File: config.mk
export PLATFORM = sky130hd
export DESIGN_NAME = tdr_ctrl
export DESIGN_NICKNAME = d
export VERILOG_FILES = /design/src/hdl/tdr_pkg.sv /design/src/hdl/tdr_ctrl.sv
export SDC_FILE = /design/constraint.sdc
export NUM_CORES = 1
export LEC_CHECK = 0
export BUFFER_PORTS_ARGS = -buffer_cell sky130_fd_sc_hd__buf_4
export CAP_MARGIN = 10
export CORE_AREA = 2 2 47 49
export DETAILED_ROUTE_END_ITERATION = 7
export DIE_AREA = 0 0 49 51
export PLACE_DENSITY = 0.67
export RECOVER_POWER = 100
export SYNTH_ARGS = -nofsm -noshare
export SYNTH_HDL_FRONTEND = slang
export SYNTH_SLANG_ARGS = --single-unit
File: constraint.sdc
create_clock -name aclk -period 2.25 [get_ports aclk]
set_clock_uncertainty 0.15 [all_clocks]
set_input_delay 0.225 -clock aclk [delete_from_list [all_inputs] [get_ports aclk]]
set_output_delay 0.225 -clock aclk [all_outputs]
set_load 0.01 [all_outputs]
File: src/hdl/tdr_pkg.sv
`timescale 1ns / 1ps
// ----------------------------------------------------------------------------
// tdr_pkg
// shared constants, codes and controller/datapath link types for the
// triangle depth rasterizer
// ----------------------------------------------------------------------------
package tdr_pkg;

    localparam int STORE_WIDTH_DEF  = 256;
    localparam int STORE_HEIGHT_DEF = 256;

    localparam logic [23:0] EMPTY_DEPTH = 24'hFFFFFF;
    localparam logic [23:0] MAX_DRAWN   = 24'hFFFFFE;

    // quotient bits of a fraction (0..65536)
    localparam int QB  = 17;
    // divider operand width, holds any edge x span in q.20
    localparam int DW  = 36;
    // pixel column width, signed, before clipping
    localparam int PXW = 18;

    typedef enum logic [1:0] {
        OP_CLEAR = 2'd0,
        OP_DRAW  = 2'd1,
        OP_READ  = 2'd2,
        OP_NONE  = 2'd3
    } op_t;

    typedef struct packed {
        logic load;
        logic clr_step;
        logic rd_issue;
        logic row_init;
        logic row_next;
        logic edge_init;
        logic edge_skip;
        logic div_edge;
        logic mul_edge;
        logic edge_store;
        logic span_setup;
        logic div_pix;
        logic mul_pix;
        logic pix_write;
        logic out_load;
    } dp_cmd_t;

    typedef struct packed {
        op_t  op;
        logic clr_last;
        logic edge_end;
        logic have_two;
        logic crosses;
        logic div_done;
        logic span_end;
        logic span_flat;
        logic last_row;
    } dp_sts_t;

    // floor(max(z0*65536 + prod, 0) / 65536)
    function automatic logic [23:0] lerp_out(input logic [23:0] z0,
                                             input logic signed [42:0] prod);
        logic signed [42:0] s;
        s = $signed({3'b000, z0, 16'h0000}) + prod;
        if (s[42]) begin
            return 24'h000000;
        end
        return s[39:16];
    endfunction

endpackage

File: src/hdl/tdr_ctrl.sv
`timescale 1ns / 1ps
// ----------------------------------------------------------------------------
// tdr_ctrl
// sequencer for clear, draw and read commands and the result word handshake
// ----------------------------------------------------------------------------
module tdr_ctrl
    import tdr_pkg::*;
(
    input  logic    aclk,
    input  logic    aresetn,
    input  logic    s_valid,
    output logic    s_ready,
    output logic    m_valid,
    input  logic    m_ready,
    output dp_cmd_t cmd,
    input  dp_sts_t sts
);

    typedef enum logic [4:0] {
        S_CLR_RST, S_IDLE, S_DISPATCH, S_CLR_OP, S_READ, S_READ_WAIT,
        S_ROW, S_EDGE, S_EDIV, S_EMUL, S_EADD, S_SPAN,
        S_PIX, S_PDIV, S_PMUL, S_PCMP, S_NEXT_ROW, S_DONE
    } state_t;

    state_t state_reg, state_next;
    logic   m_valid_reg, m_valid_next;

    assign s_ready = (state_reg == S_IDLE);
    assign m_valid = m_valid_reg;

    always_comb begin
        cmd        = '0;
        state_next = state_reg;
        unique case (state_reg)
            S_CLR_RST: begin
                cmd.clr_step = 1'b1;
                if (sts.clr_last) begin
                    state_next = S_IDLE;
                end
            end
            S_IDLE: begin
                if (s_valid) begin
                    cmd.load   = 1'b1;
                    state_next = S_DISPATCH;
                end
            end
            S_DISPATCH: begin
                unique case (sts.op)
                    OP_CLEAR: state_next = S_CLR_OP;
                    OP_DRAW: begin
                        cmd.row_init = 1'b1;
                        state_next   = S_ROW;
                    end
                    OP_READ:  state_next = S_READ;
                    default:  state_next = S_DONE;
                endcase
            end
            S_CLR_OP: begin
                cmd.clr_step = 1'b1;
                if (sts.clr_last) begin
                    state_next = S_DONE;
                end
            end
            S_READ: begin
                cmd.rd_issue = 1'b1;
                state_next   = S_READ_WAIT;
            end
            S_READ_WAIT: state_next = S_DONE;
            S_ROW: begin
                cmd.edge_init = 1'b1;
                state_next    = S_EDGE;
            end
            S_EDGE: begin
                if (sts.edge_end) begin
                    state_next = sts.have_two ? S_SPAN : S_NEXT_ROW;
                end else if (sts.crosses) begin
                    cmd.div_edge = 1'b1;
                    state_next   = S_EDIV;
                end else begin
                    cmd.edge_skip = 1'b1;
                end
            end
            S_EDIV: begin
                if (sts.div_done) begin
                    state_next = S_EMUL;
                end
            end
            S_EMUL: begin
                cmd.mul_edge = 1'b1;
                state_next   = S_EADD;
            end
            S_EADD: begin
                cmd.edge_store = 1'b1;
                state_next     = S_EDGE;
            end
            S_SPAN: begin
                cmd.span_setup = 1'b1;
                state_next     = S_PIX;
            end
            S_PIX: begin
                if (sts.span_end) begin
                    state_next = S_NEXT_ROW;
                end else if (sts.span_flat) begin
                    state_next = S_PMUL;
                end else begin
                    cmd.div_pix = 1'b1;
                    state_next  = S_PDIV;
                end
            end
            S_PDIV: begin
                if (sts.div_done) begin
                    state_next = S_PMUL;
                end
            end
            S_PMUL: begin
                cmd.mul_pix = 1'b1;
                state_next  = S_PCMP;
            end
            S_PCMP: begin
                cmd.pix_write = 1'b1;
                state_next    = S_PIX;
            end
            S_NEXT_ROW: begin
                if (sts.last_row) begin
                    state_next = S_DONE;
                end else begin
                    cmd.row_next = 1'b1;
                    state_next   = S_ROW;
                end
            end
            S_DONE: begin
                if (!m_valid_reg || m_ready) begin
                    cmd.out_load = 1'b1;
                    state_next   = S_IDLE;
                end
            end
            default: state_next = S_IDLE;
        endcase
    end

    always_comb begin
        m_valid_next = m_valid_reg;
        if (cmd.out_load) begin
            m_valid_next = 1'b1;
        end else if (m_ready) begin
            m_valid_next = 1'b0;
        end
    end

    always_ff @(posedge aclk) begin
        if (!aresetn) begin
            state_reg   <= S_CLR_RST;
            m_valid_reg <= 1'b0;
        end else begin
            state_reg   <= state_next;
            m_valid_reg <= m_valid_next;
        end
    end

endmodule

==> results_dict.tcl, run 1 <==
set metrics [dict create \
    ir_drop_v 0.000270 \
    grt_pass1_vias 806 \
    ant_nets 0 \
    fp.dieH_um 51 \
    holdBufCountCts 0 \
    cts_setup_buffers 0 \
    setup.worst_path.start_class "flip-flop" \
    holdWs_ps 133 \
    synth_top_family_by_area "simple AND/OR/NAND/NOR gates" \
    clock_path_buffers 2 \
    critPathKind "reg2out" \
    synth_adder_area_share_pct 4.80 \
    diodes 0 \
    setup_tns_ps 0 \
    setup_violations 0 \
    synth_xor_xnor_area_share_pct 4.48 \
    synth_compound_area_share_pct 22.9 \
    drt_iter0_drc 18 \
    cp_max_fo 6 \
    outcome "finished clean" \
    min_period_over_period_pct 94.2 \
    synth_nets 128 \
    hpwl_um 1660 \
    drc 0 \
    antenna_found_initial 0 \
    globalplace.congestion 0.858 \
    p_sw_mw 0.318 \
    cts_tree "done" \
    ys.flop_type "dfxtp_1" \
    vias 892 \
    wl_um 2070 \
    p_comb_share_pct 62.7 \
    hold_viol 0 \
    die_w_um 49 \
    grt.overflow.total 0 \
    firstDrtPassIters 5 \
    syn_avg_cell_area_um2 7.05 \
    numPortBuffers 30 \
    grt_usage_pct 17.6 \
    die_area_um2 2500 \
    synth_mux_area_share_pct 0 \
    holdCritPathClass "in2reg" \
    vias_per_cell 5.31 \
    end_kind "output port" \
    ys_warn_count 0 \
    fp-row-count 17 \
    synth_area_um2 782 \
    grt_max_degree 14 \
    max_cap_viol_count 0 \
    area_growth_pct 29.9 \
    ios 31 \
    clock-sinks 6 \
    synth_seq_cells 6 \
    cp.required_ps 1880 \
    synthSimpleGateAreaFrac_pct 41.3 \
    leakagePower_nw 0.412 \
    grt_first_pass_wirelength_um 3460 \
    synthDistinctLibCells 40 \
    p_int_mw 0.394 \
    p_sw_share_pct 44.6 \
    maxSlewViolCount 0 \
    htreeDepth 1 \
    synth_edf_count 0 \
    seqPwrFrac_pct 23.1 \
    clkSlewWorstSetupHoldPaths_ps 50 \
    core_um2 2060 \
    start_util_pct 37.9 \
    power_density_nw_per_um2 701 \
    crit_arrival_ps 1750 \
    async_flop_share_pct 0 \
    slew_headroom_pct 53.9 \
    fill_cells 227 \
    largest_reg_flops 5 \
    wire_per_inst_um 12.3 \
    total_power_mw 0.712 \
    nets 159 \
    max_freq_mhz 472 \
    cts-root-buf "clkbuf_4" \
    numCtsBuffers 3 \
    clk-insertion-delay-late_ps 240 \
    rsz0062_at_grt "no" \
    worstMarginPinSlew_ps 685 \
    drive_above_1_share_pct 24.3 \
    yosysSeqAreaShare_pct 15.4 \
    fin_crit_ps 2120 \
    syn_inst 111 \
    ctsResizeCount 0 \
    pwr-share-clk_pct 14.2 \
]
worst max-delay path, cell delays in order (launching register included):
cell and delay (ps):
dfxtp_1 340, or2_0 310, nor4_1 610, buf_4 240
layout by cell type (no fill, tap or decap), types with 2 or more instances in the layout:
cell and count:
buf_4 25, nor2_1 13, clkbuf_1 11, nand2b_1 8, a21oi_1 8, nor3_1 7, inv_1 7, dfxtp_1 5
nand2_1 4, nor4_1 4, nor2b_1 3, o21ai_0 3, ha_1 3, clkbuf_4 3, or3b_1 2, or3_1 2
nand3_1 2, nor3b_1 2, and2_0 2, xor2_1 2, xnor2_1 2, a211oi_1 2, o21a_1 2
logic make-up (layout without fill, tap and decap cells):
family / after synthesis / after routing
xor gates and xnor gates: 4 / 4
AOI/OAI and AO/OA: 25 / 25
DFF: 6 / 6
buffers and inverters: 17 / 46
and+or+nand+nor: 56 / 56
adders and majority gates: 3 / 3
stage by stage:
| step | util [%] | setup WS [ps] | instances | area, um^2 |
|---|---|---|---|---|
| floorplan | - | 415 | 111 | 782 |
| global placement | 49.7 | 224 | 165 | 1030 |
| detailed placement | 49.7 | 145 | 165 | 1030 |
| CTS | 50.8 | 131 | 168 | 1050 |
| global route | 49.2 | 36.5 | 168 | 1020 |
| finish | 49.2 | 130 | 168 | 1020 |
final timing paths:
kind | slack, ps | from | endpoint | cells after the start
worst max-delay path | 130 | state_reg[4] | cmd[8] | 3
worst min-delay path | 130 | sts[3] | state_reg[3] | 3
worst max register to register | 230 | state_reg[0] | state_reg[0] | 5
worst min register to register | 410 | m_valid | m_valid | 2
layout make-up:
class / instances / area, um^2 / area share [%]
Clock buffer: 3 / 22.5 / 2.22
Inverter: 7 / 26.3 / 2.59
Multi-Input combinational cell: 88 / 582 / 57.3
Sequential cell: 6 / 121 / 11.9
Tap cell: 28 / 35.0 / 3.45
Timing Repair Buffer: 36 / 229 / 22.5
synthesized netlist by cell type, drive strengths merged, types with 2 or more instances:
cell type	instances	share of area, %
nor2	13	6.2
a21oi	8	5.1
buf	8	6.9
nand2b	8	6.4
inv	7	3.4
nor3	7	4.5
dfxtp	6	15
nand2	4	1.9
nor4	4	4.0
ha	3	4.8
nor2b	3	2.4
nor3b	3	2.9
o21ai	3	1.9
a211oi	2	1.9
and2	2	1.6
clkbuf	2	0.96
nand3	2	1.3
o21a	2	1.9
o311ai	2	2.2
or2	2	1.6
or3	2	1.6
or3b	2	2.2
xnor2	2	2.2
xor2	2	2.2
layer usage:
metal  track usage [%]  wire [um]
met5                 0          0
met4              8.57         17
met3              1.75        109
met2              31.3       1050
met1              21.2        891
power by group through the flow:
stage,Clock [mW],Combinational (mW),Sequential (mW)
floorplan,0,0.343,0.136
global placement,0,0.439,0.163
detailed placement,0,0.443,0.165
CTS,0.104,0.443,0.163
global route,0.111,0.500,0.169
finish,0.101,0.447,0.165
Power figures use the tool's default switching activity.
==> run 2: changes to the inputs <==
--- a/config.mk
+++ b/config.mk
@@ -7,10 +7,9 @@
 export LEC_CHECK = 0
 export BUFFER_PORTS_ARGS = -buffer_cell sky130_fd_sc_hd__buf_4
 export CAP_MARGIN = 10
-export CORE_AREA = 2 2 47 49
+export CORE_AREA = 2 2 55 57
 export DETAILED_ROUTE_END_ITERATION = 7
-export DIE_AREA = 0 0 49 51
-export PLACE_DENSITY = 0.67
+export DIE_AREA = 0 0 57 59
 export RECOVER_POWER = 100
 export SYNTH_ARGS = -nofsm -noshare
 export SYNTH_HDL_FRONTEND = slang
==> run 2 against run 1 <==
Compared with the run above: fmax is 1.8% higher; final area shrank 0.12%; core utilization shrank 12 points.
==> results_dict.tcl, run 2 (synthesized netlist as in run 1, its figures left out) <==
set metrics [dict create \
    vias 877 \
    multi_input_area_um2 573 \
    critPathKind "reg2out" \
    slew_headroom_pct 60.5 \
    final_cell_mix "buf_4 (25), nor2_1 (13), clkbuf_1 (11)" \
    cts_setup_buffers 0 \
    antenna_found_initial 0 \
    grt_usage_pct 12.4 \
    crit_start "state_reg[2]" \
    r2r-start "state_reg[1]" \
    numCtsBuffers 3 \
    globalplace.congestion 0.813 \
    rsz0062_at_grt "no" \
    leakagePower_nw 0.405 \
    hold_end "state_reg[3]" \
    fin_crit_ps 2080 \
    maxSlewViolCount 0 \
    clock-sinks 6 \
    grt_max_degree 15 \
    cp_slowest_stage_delay_ps 430 \
    final_cell_count_no_fill 172 \
    grt_first_pass_wirelength_um 3280 \
    power_density_nw_per_um2 687 \
    clk-insertion-delay-late_ps 250 \
    start_util_pct 28.9 \
    final-seq-area_um2 120 \
    ant_nets 0 \
    vias_per_cell 5.10 \
    grt_pass1_vias 756 \
    setup.worst_path.start_class "flip-flop" \
    worstPathCellList "buf_4 > nand2b_1 > nor3_1 > nor3b_2 > clkbuf_1" \
    reg2regPathDepth 5 \
    layout_commonest_cell "buf_4" \
    setup_tns_ps 0 \
    end_kind "output port" \
    ff2ff_setup_slack_ps 210 \
    cp_slowest_cell "dfxtp_1" \
    worstHoldPathCells 3 \
    holdCritPathClass "in2reg" \
    setup_violations 0 \
    clock_path_buffers 2 \
    holdBufCountCts 0 \
    max_cap_viol_count 0 \
    cp_max_fo 14 \
    grt.overflow.total 0 \
    clkSlewWorstSetupHoldPaths_ps 50 \
    fill_cells 302 \
    drive_above_1_share_pct 24.1 \
    die_w_um 57 \
    drc 0 \
    timing.rr.end "state_reg[3]" \
    core_um2 2710 \
    dpl.cell_count 169 \
    crit_arrival_ps 1710 \
    fp-row-count 19 \
    max_freq_mhz 480 \
    fp.dieH_um 59 \
    hpwl_um 1750 \
    worstMarginPinSlew_ps 591 \
    area_growth_pct 29.8 \
    ios 31 \
    largest_reg_flops 5 \
    wire_per_inst_um 12.4 \
    wl_um 2140 \
    nets 160 \
    firstDrtPassIters 4 \
    hold_viol 0 \
    die_area_um2 3360 \
    numPortBuffers 30 \
    cts_tree "done" \
    diodes 0 \
    ir_drop_v 0.000277 \
    htreeDepth 1 \
    cp.required_ps 1880 \
    min_period_over_period_pct 92.5 \
    drt_iter0_drc 23 \
    hp-start "sts[3]" \
    cts-root-buf "clkbuf_4" \
    outcome "finished clean" \
]
## run 2: changes by cell type in the layout (fill, tap and decap cells not counted)
cell / delta
o311ai_0: +1
clkbuf_2: +1
dfxtp_2: -1
o311ai_1: -1
nor4b_2: +1
dfxtp_1: +1
nor4b_4: -1
## run 2: report_power, final
part	leakage [nW]	switching, mW	internal [mW]
sequential	0.0488	0.0337	0.125
clock	0.0138	0.0416	0.0605
combinational	0.342	0.245	0.191
total	0.405	0.320	0.377
## run 2: layout make-up
type,instances,share of cell area (%)
Clock buffer,3,2.22
Inverter,7,2.59
Multi-Input combinational cell,88,56.5
Sequential cell,6,11.8
Tap cell,31,3.82
Timing Repair Buffer,37,23.1
## run 2: metal layers
metal | vias up | part of all wire, % | global-route usage (%) | wire (um)
met2 | 27 | 46 | 19.5 | 981
met3 | 2 | 6.4 | 0.655 | 136
li1 | 454 | - | - | -
met1 | 394 | 47 | 17.7 | 1010
met4 | 0 | 0.61 | 4.98 | 13
met5 | - | 0 | 0 | 0
## run 2: worst max-delay path by stage
stage | end | cells after the start
final | cmd[3] | 5
after global routing | cmd[3] | 5
after CTS | cmd[3] | 5
after detailed placement | state_reg[0] | 5
after global placement | state_reg[0] | 5
after floorplan | state_reg[1] | 6
## run 2: timing repair
action / CTS / global route
setup endpoints to repair: 0 / 1
resized for setup: 0 / 1
endpoints found under the hold margin: 0 / 0
## run 2: worst max-delay path, delay by kind of cell, from the launching register on
family | cells | cell delay [ps]
simple gates | 3 | 640
buf+inv | 2 | 400
flops | 1 | 430
## run 2: metrics by stage
stage          cell area, um^2  power, mW  setup WS (ps)  hold slack, ps  util, %
2_1_floorplan              782      0.479            415             259        -
3_3_place_gp              1040      0.616            307             386     38.3
3_5_place_dp              1040      0.626            223             380     38.3
4_1_cts                   1060      0.732            110             122     39.1
5_1_grt                   1010      0.770           9.10             133     37.4
6_report                  1010      0.697            168             133     37.4
==> run 3: changes to the inputs <==
--- a/config.mk
+++ b/config.mk
@@ -7,9 +7,10 @@
 export LEC_CHECK = 0
 export BUFFER_PORTS_ARGS = -buffer_cell sky130_fd_sc_hd__buf_4
 export CAP_MARGIN = 10
-export CORE_AREA = 2 2 55 57
+export CORE_AREA = 3 3 56 58
 export DETAILED_ROUTE_END_ITERATION = 7
-export DIE_AREA = 0 0 57 59
+export DIE_AREA = 0 0 59 61
+export MAX_ROUTING_LAYER = met4
 export RECOVER_POWER = 100
 export SYNTH_ARGS = -nofsm -noshare
 export SYNTH_HDL_FRONTEND = slang
==> run 3 against run 2 <==
Compared with the run above: worst setup slack got worse by 13 ps; fmax decreased by 0.64%; sequential power increased by 4%; sequential cell count unchanged; clock power about the same; wire length increased by 9.2%; total power increased by 0.66%; sequential share of layout area about the same; count of clock-buffer cells in the layout unchanged; global-route usage increased by 1.9 points; critical path depth unchanged; combinational power about the same.
==> results_dict.tcl, run 3 (synthesized netlist as in run 1, its figures left out) <==
set metrics [dict create \
    worstMarginPinSlew_ps 564 \
    worstPathCellList "clkbuf_1 > or3_1 > nor2_1 > and2_1 > clkbuf_1" \
    final-seq-area_um2 121 \
    reg2regPathDepth 6 \
    die_area_um2 3600 \
    setup_violations 0 \
    hpwl_um 1830 \
    die_w_um 59 \
    final_cell_mix "buf_4 (24), nor2_1 (13), clkbuf_1 (12)" \
    crit_arrival_ps 1720 \
    clock-sinks 6 \
    ff2ff_setup_slack_ps 230 \
    antenna_found_initial 0 \
    hp-start "sts[3]" \
    multi_input_area_um2 584 \
    numPortBuffers 30 \
    setup.worst_path.start_class "flip-flop" \
    clock_path_buffers 2 \
    wire_per_inst_um 13.6 \
    end_kind "output port" \
    numCtsBuffers 3 \
    outcome "finished clean" \
    clk-insertion-delay-late_ps 240 \
    diodes 0 \
    fin_crit_ps 2100 \
    worstHoldPathCells 3 \
    area_growth_pct 30.9 \
    r2r-start "state_reg[2]" \
    cp_slowest_cell "or3_1" \
    max_freq_mhz 477 \
    largest_reg_flops 5 \
    vias 909 \
    fp.dieH_um 61 \
    grt_usage_pct 14.3 \
    drt_iter0_drc 35 \
    final_cell_count_no_fill 172 \
    total_power_mw 0.701 \
    cp_max_fo 9 \
    min_period_over_period_pct 93.1 \
    leakagePower_nw 0.409 \
    wl_um 2340 \
    ios 31 \
    max_cap_viol_count 0 \
    globalplace.congestion 0.911 \
    maxSlewViolCount 0 \
    fill_cells 306 \
    htreeDepth 1 \
    grt_pass1_vias 861 \
    fp-row-count 19 \
    grt.overflow.total 0 \
    power_density_nw_per_um2 685 \
    core_um2 2710 \
    critPathKind "reg2out" \
    critical_path.most_common_cell "clkbuf_1" \
    cp_slowest_stage_delay_ps 430 \
    rsz0062_at_grt "no" \
    cts-root-buf "clkbuf_4" \
    cp.required_ps 1880 \
    clkSlewWorstSetupHoldPaths_ps 50 \
    timing.rr.end "state_reg[0]" \
    slew_headroom_pct 62.3 \
    ant_nets 0 \
    dpl.cell_count 169 \
    hold_end "state_reg[3]" \
    hold_viol 0 \
    ir_drop_v 0.000314 \
    holdCritPathClass "in2reg" \
    firstDrtPassIters 5 \
    drc 0 \
    grt_first_pass_wirelength_um 3850 \
    cts_tree "done" \
    drive_above_1_share_pct 25.5 \
    grt_max_degree 12 \
    setup_tns_ps 0 \
    start_util_pct 28.9 \
    nets 160 \
    layout_commonest_cell "buf_4" \
    holdBufCountCts 0 \
    vias_per_cell 5.28 \
]
==> run 3: worst max path at each step <==
stage | cells after the start | start | endpoint
6_report | 5 | state_reg[0] | cmd[11]
5_1_grt | 5 | state_reg[4] | state_reg[0]
4_1_cts | 5 | state_reg[2] | cmd[3]
3_5_place_dp | 5 | state_reg[0] | state_reg[0]
3_3_place_gp | 5 | state_reg[0] | state_reg[0]
2_1_floorplan | 6 | state_reg[4] | state_reg[1]
==> run 3: critical path: cells and delay by family, from the launching register on <==
kind	cells	cell delay, ps
buf+inv	2	370
flops	1	370
simple gates	3	740
==> run 3: layout make-up <==
class                   count  area share [%]
flip-flops and latches      6            11.9
clock buffers               3            2.20
multi-input cells          88            57.1
well taps                  31            3.79
inverters                   7            2.57
repair buffers             37            22.5
==> run 3: per-stage QoR <==
step                utilization [%]  cell area [um^2]  hold slack [ps]  setup WS (ps)
floorplan                         -               782              259            415
global placement               38.3              1040              382            216
detailed placement             38.3              1040              393            247
CTS                            39.1              1060              142           57.5
global route                   37.8              1020              143           8.43
finish                         37.8              1020              142            154
==> run 3: layer usage <==
| metal | vias to the layer above | global-route usage [%] | part of all wire (%) |
|---|---|---|---|
| met5 | - | - | 0 |
| met4 | 0 | 5.50 | 1.0 |
| met3 | 2 | 1.70 | 7.4 |
| met2 | 38 | 21.9 | 47 |
| met1 | 417 | 19.0 | 44 |
| li1 | 452 | - | - |
==> run 3: repair_timing <==
action | 4_1_cts | 5_1_grt
buffers inserted | 0 | 0
gates resized for setup | 0 | 3
setup endpoints to repair | 0 | 2
==> run 3: report_power, final <==
| part | switching [mW] | leakage [nW] | internal, mW |
|---|---|---|---|
| logic | 0.243 | 0.346 | 0.194 |
| registers | 0.0385 | 0.0490 | 0.127 |
| clock network | 0.0383 | 0.0138 | 0.0603 |
